--- config.mk ---
export PLATFORM = sky130hd
export DESIGN_NAME = rbfi_ctrl
export DESIGN_NICKNAME = d
export VERILOG_FILES = /design/src/rtl/rbfi_pkg.sv /design/src/rtl/rbfi_ctrl.sv
export SDC_FILE = /design/constraint.sdc
export NUM_CORES = 1
export LEC_CHECK = 0
export BUFFER_PORTS_ARGS = -buffer_cell sky130_fd_sc_hd__buf_2
export CAP_MARGIN = 5
export CORE_UTILIZATION = 55
export CTS_CLUSTER_DIAMETER = 30
export DETAILED_ROUTE_END_ITERATION = 12
export PLACE_DENSITY = 0.88
export SLEW_MARGIN = 20
export SYNTH_ARGS = -nofsm -noshare
export SYNTH_HDL_FRONTEND = slang
export SYNTH_SLANG_ARGS = --single-unit
export TNS_END_PERCENT = 10
--- constraint.sdc ---
create_clock -name aclk -period 3.6 [get_ports aclk]
set_input_delay 0.36 -clock aclk [delete_from_list [all_inputs] [get_ports aclk]]
set_output_delay 0.36 -clock aclk [all_outputs]
set_load 0.05 [all_outputs]
--- src/rtl/rbfi_pkg.sv ---
// ---------------------------------------------------------------------------
// rbfi_pkg
// Types, constants and saturation helpers shared by the rigid body friction
// integrator modules.
// ---------------------------------------------------------------------------
package rbfi_pkg;

    localparam int VALUE_W   = 32;
    localparam int FRAC_B    = 16;
    localparam int PROD_W    = 2 * VALUE_W;
    localparam int CFG_IDX_W = 2;
    localparam int CNT_W     = 6;
    localparam int DIV_STEPS  = PROD_W;
    localparam int SQRT_STEPS = PROD_W / 2;

    localparam logic [CNT_W-1:0] DIV_LAST  = CNT_W'(DIV_STEPS - 1);
    localparam logic [CNT_W-1:0] SQRT_LAST = CNT_W'(SQRT_STEPS - 1);

    localparam logic [CFG_IDX_W-1:0] CFG_MASS     = 2'd0;
    localparam logic [CFG_IDX_W-1:0] CFG_FRICTION = 2'd1;

    localparam logic [VALUE_W-1:0] MASS_RESET     = VALUE_W'(1) << FRAC_B;
    localparam logic [VALUE_W-1:0] FRICTION_RESET = VALUE_W'(400) << FRAC_B;

    localparam logic [PROD_W-1:0] POS_LIM = (PROD_W'(1) << (VALUE_W - 1)) - PROD_W'(1);
    localparam logic [PROD_W-1:0] NEG_LIM = PROD_W'(1) << (VALUE_W - 1);

    typedef logic signed [VALUE_W-1:0] fix_t;
    typedef logic        [VALUE_W-1:0] ufix_t;

    typedef struct packed {
        fix_t  force_x;
        fix_t  force_y;
        fix_t  force_z;
        ufix_t time_step;
        fix_t  pos_x;
        fix_t  pos_y;
        fix_t  pos_z;
        logic  has_position;
    } in_item_t;

    typedef struct packed {
        fix_t new_pos_x;
        fix_t new_pos_y;
        fix_t new_pos_z;
        fix_t vel_x;
        fix_t vel_y;
        fix_t vel_z;
    } out_item_t;

    typedef enum logic [4:0] {
        OP_NONE,
        OP_LOAD,
        OP_ACC_INIT,
        OP_DIV_STEP,
        OP_ACC_END,
        OP_FR_MUL0,
        OP_FR_MUL1,
        OP_FR_MUL2,
        OP_FR_END,
        OP_SQ_MUL,
        OP_SQ_ADD,
        OP_SQRT_INIT,
        OP_SQRT_STEP,
        OP_ZERO_VEL,
        OP_FRIC_MUL,
        OP_FRIC_INIT,
        OP_FRIC_END,
        OP_POS_MUL,
        OP_POS_END,
        OP_OUT_LOAD
    } op_t;

    typedef enum logic [4:0] {
        ST_IDLE,
        ST_ACC_INIT,
        ST_ACC_DIV,
        ST_ACC_END,
        ST_CHECK,
        ST_FR0,
        ST_FR1,
        ST_FR2,
        ST_FR3,
        ST_SQ_MUL,
        ST_SQ_ADD,
        ST_SQRT_INIT,
        ST_SQRT,
        ST_CMP,
        ST_FM_MUL,
        ST_FM_INIT,
        ST_FM_DIV,
        ST_FM_END,
        ST_POS_MUL,
        ST_POS_END,
        ST_DONE
    } state_t;

    typedef struct packed {
        op_t        op;
        logic [1:0] idx;
    } cmd_t;

    typedef struct packed {
        logic any_nz;
        logic slow;
    } status_t;

    function automatic ufix_t mag(input fix_t v);
        return v[VALUE_W-1] ? ufix_t'(-v) : ufix_t'(v);
    endfunction

    function automatic fix_t sat_signed(input logic neg, input logic [PROD_W-1:0] m);
        if (!neg) begin
            return (m > POS_LIM) ? {1'b0, {(VALUE_W-1){1'b1}}} : fix_t'(m[VALUE_W-1:0]);
        end
        if (m >= NEG_LIM) begin
            return {1'b1, {(VALUE_W-1){1'b0}}};
        end
        return -fix_t'(m[VALUE_W-1:0]);
    endfunction

    function automatic fix_t sat_add(input fix_t a, input fix_t b);
        logic [VALUE_W:0] s;
        s = {a[VALUE_W-1], a} + {b[VALUE_W-1], b};
        if (s[VALUE_W] != s[VALUE_W-1]) begin
            return s[VALUE_W] ? {1'b1, {(VALUE_W-1){1'b0}}} : {1'b0, {(VALUE_W-1){1'b1}}};
        end
        return fix_t'(s[VALUE_W-1:0]);
    endfunction

endpackage

--- src/rtl/rbfi_ctrl.sv ---
// ---------------------------------------------------------------------------
// rbfi_ctrl
// Sequencer: walks one tick through acceleration, friction and position
// phases and owns both channel handshakes.
// ---------------------------------------------------------------------------
module rbfi_ctrl
    import rbfi_pkg::*;
(
    input  logic    aclk,
    input  logic    aresetn,
    input  logic    s_valid,
    output logic    s_ready,
    output logic    m_valid,
    input  logic    m_ready,
    input  status_t status,
    output cmd_t    cmd
);

    state_t            state_reg, state_next;
    logic [CNT_W-1:0]  cnt_reg, cnt_next;
    logic [1:0]        k_reg, k_next;
    logic              m_valid_reg, m_valid_next;

    always_ff @(posedge aclk) begin
        if (!aresetn) begin
            state_reg   <= ST_IDLE;
            cnt_reg     <= '0;
            k_reg       <= '0;
            m_valid_reg <= 1'b0;
        end else begin
            state_reg   <= state_next;
            cnt_reg     <= cnt_next;
            k_reg       <= k_next;
            m_valid_reg <= m_valid_next;
        end
    end

    always_comb begin
        state_next   = state_reg;
        cnt_next     = cnt_reg;
        k_next       = k_reg;
        m_valid_next = m_valid_reg && !m_ready;
        s_ready      = 1'b0;
        cmd.op       = OP_NONE;
        cmd.idx      = k_reg;
        unique case (state_reg)
            ST_IDLE: begin
                s_ready = 1'b1;
                if (s_valid) begin
                    cmd.op     = OP_LOAD;
                    k_next     = 2'd0;
                    state_next = ST_ACC_INIT;
                end
            end
            ST_ACC_INIT: begin
                cmd.op     = OP_ACC_INIT;
                cnt_next   = '0;
                state_next = ST_ACC_DIV;
            end
            ST_ACC_DIV: begin
                cmd.op   = OP_DIV_STEP;
                cnt_next = cnt_reg + 1'b1;
                if (cnt_reg == DIV_LAST) state_next = ST_ACC_END;
            end
            ST_ACC_END: begin
                cmd.op = OP_ACC_END;
                if (k_reg == 2'd2) begin
                    k_next     = 2'd0;
                    state_next = ST_CHECK;
                end else begin
                    k_next     = k_reg + 1'b1;
                    state_next = ST_ACC_INIT;
                end
            end
            ST_CHECK:  state_next = status.any_nz ? ST_FR0 : ST_POS_MUL;
            ST_FR0: begin
                cmd.op     = OP_FR_MUL0;
                state_next = ST_FR1;
            end
            ST_FR1: begin
                cmd.op     = OP_FR_MUL1;
                state_next = ST_FR2;
            end
            ST_FR2: begin
                cmd.op     = OP_FR_MUL2;
                state_next = ST_FR3;
            end
            ST_FR3: begin
                cmd.op     = OP_FR_END;
                state_next = ST_SQ_MUL;
            end
            ST_SQ_MUL: begin
                cmd.op     = OP_SQ_MUL;
                state_next = ST_SQ_ADD;
            end
            ST_SQ_ADD: begin
                cmd.op = OP_SQ_ADD;
                if (k_reg == 2'd2) begin
                    k_next     = 2'd0;
                    state_next = ST_SQRT_INIT;
                end else begin
                    k_next     = k_reg + 1'b1;
                    state_next = ST_SQ_MUL;
                end
            end
            ST_SQRT_INIT: begin
                cmd.op     = OP_SQRT_INIT;
                cnt_next   = '0;
                state_next = ST_SQRT;
            end
            ST_SQRT: begin
                cmd.op   = OP_SQRT_STEP;
                cnt_next = cnt_reg + 1'b1;
                if (cnt_reg == SQRT_LAST) state_next = ST_CMP;
            end
            ST_CMP: begin
                k_next = 2'd0;
                if (status.slow) begin
                    cmd.op     = OP_ZERO_VEL;
                    state_next = ST_POS_MUL;
                end else begin
                    state_next = ST_FM_MUL;
                end
            end
            ST_FM_MUL: begin
                cmd.op     = OP_FRIC_MUL;
                state_next = ST_FM_INIT;
            end
            ST_FM_INIT: begin
                cmd.op     = OP_FRIC_INIT;
                cnt_next   = '0;
                state_next = ST_FM_DIV;
            end
            ST_FM_DIV: begin
                cmd.op   = OP_DIV_STEP;
                cnt_next = cnt_reg + 1'b1;
                if (cnt_reg == DIV_LAST) state_next = ST_FM_END;
            end
            ST_FM_END: begin
                cmd.op = OP_FRIC_END;
                if (k_reg == 2'd2) begin
                    k_next     = 2'd0;
                    state_next = ST_POS_MUL;
                end else begin
                    k_next     = k_reg + 1'b1;
                    state_next = ST_FM_MUL;
                end
            end
            ST_POS_MUL: begin
                cmd.op     = OP_POS_MUL;
                state_next = ST_POS_END;
            end
            ST_POS_END: begin
                cmd.op = OP_POS_END;
                if (k_reg == 2'd2) begin
                    k_next     = 2'd0;
                    state_next = ST_DONE;
                end else begin
                    k_next     = k_reg + 1'b1;
                    state_next = ST_POS_MUL;
                end
            end
            ST_DONE: begin
                if (!m_valid_reg || m_ready) begin
                    cmd.op       = OP_OUT_LOAD;
                    m_valid_next = 1'b1;
                    state_next   = ST_IDLE;
                end
            end
            default: state_next = ST_IDLE;
        endcase
    end

    assign m_valid = m_valid_reg;

endmodule

==> metrics.csv <==
metric,value,unit
clockBufferDepth,2,
post-place-ws,1.262,ns
wl_per_cell,15.49,microns
cts_made_buffers,3,
p_total,377.9,uW
post_synth_instance_area,1267,sq um
htree_levels,1,
cts-resized-gates,0,
worst_setup_path_end_kind,output pin,
syn_area_per_cell,7.412,sq um
synth_top_cell_area_share,22.11,%
detail_route.vias_per_cell,6.658,
synth_area_leaders,"sky130_fd_sc_hd__dfxtp_1, sky130_fd_sc_hd__o21ai_0, sky130_fd_sc_hd__nor2_1",
detailedRoute.firstIterationViolations,54,
worstPathArrival,2.32,ns
cts-root-buf,sky130_fd_sc_hd__clkbuf_4,
unrepaired_setup_endpoints_after_global_routing,false,
cts.sink_count,14,
drive_gt1_share,14.37,%
drv_cap,0,
cts.repair_timing.setup_buffer_count,0,
hp-class,input pin to flop,
area_of_the_placeable_core,2191,sq um
multiInputGateArea,867.1,sq um
timing.final.max_slew_violations,0,
final_common_cell,sky130_fd_sc_hd__o21ai_0,
globalRouteOverflowTotal,0,
synth-main-ff-cell,sky130_fd_sc_hd__dfxtp_1,
setup_tns,0,ns
fin_nets,182,
die_w,50.01,microns
netlist_instances,171,
min-delay-start,aresetn,
register_area,280.3,sq um
ys_seq_elements,14,
syn_nets,178,
synth-seq-area-share,22.11,%
worstHoldEndpoint,state_reg[3],
r2r_setup_slk,1.40,ns
fp.dieH,50.01,microns
num_vias,1345,
hold_viol,0,
port_buffers,14,
fillerInstances,199,
finish.utilization,60.19,%
whs_path_depth,2,
yosys_warnings,0,
asyncSetResetFlopFracSynth,0,%
fin_worst_skew,0.006623,ns
actual_slew_at_the_worst_max_slew_pin,0.9731,ns
placement_rows,17,
track_usage,27.25,%
grt_antenna_before_repair,0,
dieArea,2501,sq um
clock_insertion_delay_worst_skew,0.28,ns
routabilityCongestion,0.9176,
r2r_cells,4,
area_growth,4.047,%
pin_count,15,
total_routed_length,3.129,mm
layout_common_cells,"sky130_fd_sc_hd__o21ai_0, sky130_fd_sc_hd__nor2_1, sky130_fd_sc_hd__dfxtp_1, sky130_fd_sc_hd__buf_2, sky130_fd_sc_hd__nor3_1",
required_time_of_the_worst_setup_path,3.24,ns
holdBufCountCts,0,
worst-setup-path-type,flop to output pin,
ys_types,51,
num_antenna_cells,0,
max_vdd_drop,375.3,uV
detailed_place_hpwl,2.210,mm
r2r_end,cnt_reg[1],
outcome,completed,
initial_utilization,57.85,%
tritoncts_clock_tree,yes,
worst_slew_margin_relative_to_its_limit,35.04,%
drc,0,
yosysTopAreaCell,sky130_fd_sc_hd__dfxtp_1,
drt_pre_antenna_iters,5,
detail-route-antenna-nets,0,
vias_in_the_first_global_route,1199,
hold_ws,0.4064,ns
finalCritPeriodShare,74.39,%
leakage,0.0004847,uW
grt_first_pass_wirelength,5.306,mm
synth_enable_flop_cells,0,
grt_max_degree,33,
path_max_fanout,32,
power_density,286.5,nW/um^2
setup_viol_count_final,0,
worstSetupStartpointType,flop,
timing.final.ws_setup,0.9219,ns
worst_setup_hold_path_clk_slew,0.08,ns
final_period_minus_worst_setup_slack,2.678,ns
maxClockFrequency,373.4,MHz
largest_reg_flops,6,
regToRegStartpoint,state_reg[2],
worst max-delay path, cell delays in order, from the launching register on:
cell	delay [ns]
sky130_fd_sc_hd__dfxtp_1	0.97
sky130_fd_sc_hd__nand2b_1	0.36
sky130_fd_sc_hd__o21ai_0	0.12
sky130_fd_sc_hd__a21oi_1	0.19
sky130_fd_sc_hd__a32o_1	0.14
sky130_fd_sc_hd__buf_2	0.26
layout make-up:
type / count / area share (%)
inverters: 8 / 2.277
well taps: 28 / 2.657
repair buffers: 14 / 5.313
clock buffers: 4 / 2.751
multi-input cells: 134 / 65.75
flip-flops and latches: 14 / 21.25
synth_stat cells, types with 2 or more instances:
cell                       instances
sky130_fd_sc_hd__inv_1             7
sky130_fd_sc_hd__nand2b_1          5
sky130_fd_sc_hd__nand3_1           6
sky130_fd_sc_hd__buf_4             3
sky130_fd_sc_hd__o211ai_1          4
sky130_fd_sc_hd__nor2_1           15
sky130_fd_sc_hd__dfxtp_1          14
sky130_fd_sc_hd__o21a_1            6
sky130_fd_sc_hd__buf_6             2
sky130_fd_sc_hd__a41oi_1           2
sky130_fd_sc_hd__nor3_1           11
sky130_fd_sc_hd__a31oi_1           5
sky130_fd_sc_hd__a21oi_1           5
sky130_fd_sc_hd__nand2_1          10
sky130_fd_sc_hd__or3_1             2
sky130_fd_sc_hd__nor2b_1           7
sky130_fd_sc_hd__clkbuf_1          4
sky130_fd_sc_hd__o22ai_1           3
sky130_fd_sc_hd__nor3b_1           2
sky130_fd_sc_hd__mux2i_1           2
sky130_fd_sc_hd__o21ai_0          16
sky130_fd_sc_hd__nand3b_1          3
sky130_fd_sc_hd__a22oi_1           2
sky130_fd_sc_hd__buf_2             6
sky130_fd_sc_hd__a211o_1           2
sky130_fd_sc_hd__o22ai_2           2
routing by layer:
layer	global-route usage, %	routed length (microns)	vias to the layer above
li1	-	-	646
met1	33.09	1336	640
met4	9.048	58	0
met2	45.78	1510	53
met5	0	0	-
met3	7.099	224	6
through the flow:
step / instances / cell area, sq um
finish: 202 / 1319
detailed placement: 198 / 1282
global placement: 198 / 1282
CTS: 202 / 1319
global route: 202 / 1319
floorplan: 171 / 1267
worst max-delay path by stage:
stage	from	endpoint	slack [ns]	cells past startpoint
5_1_grt	state_reg[1]	cmd[2]	0.75	5
3_5_place_dp	state_reg[1]	cmd[2]	1.26	5
4_1_cts	state_reg[1]	cmd[2]	0.95	5
2_1_floorplan	state_reg[0]	cmd[6]	1.10	5
6_report	state_reg[1]	cmd[2]	0.92	5
3_3_place_gp	state_reg[1]	cmd[2]	1.35	5
cells by family (layout without fill, tap and decap cells):
kind of cell / Yosys count / after routing / share of synthesized area, %
AND/OR/NAND/NOR: 69 / 69 / 29.42
AO/OA/AOI/OAI: 60 / 60 / 35.04
buffers and inverters: 23 / 26 / 9.476
flip-flops: 14 / 14 / 22.11
XOR/XNOR: 2 / 2 / 1.382
multiplexers: 2 / 2 / 1.580
adder cells (fa/ha/maj): 1 / 1 / 0.9870
power by group:
group | switching (uW) | total (uW) | leakage (uW) | internal, uW
Clock | 50.3 | 112 | 0.0000210 | 61.5
Combinational | 59.5 | 92.4 | 0.000351 | 32.9
Sequential | 15.7 | 174 | 0.000113 | 158
Total | 126 | 378 | 0.000485 | 252
No activity file was read; power rests on OpenSTA's default activity.
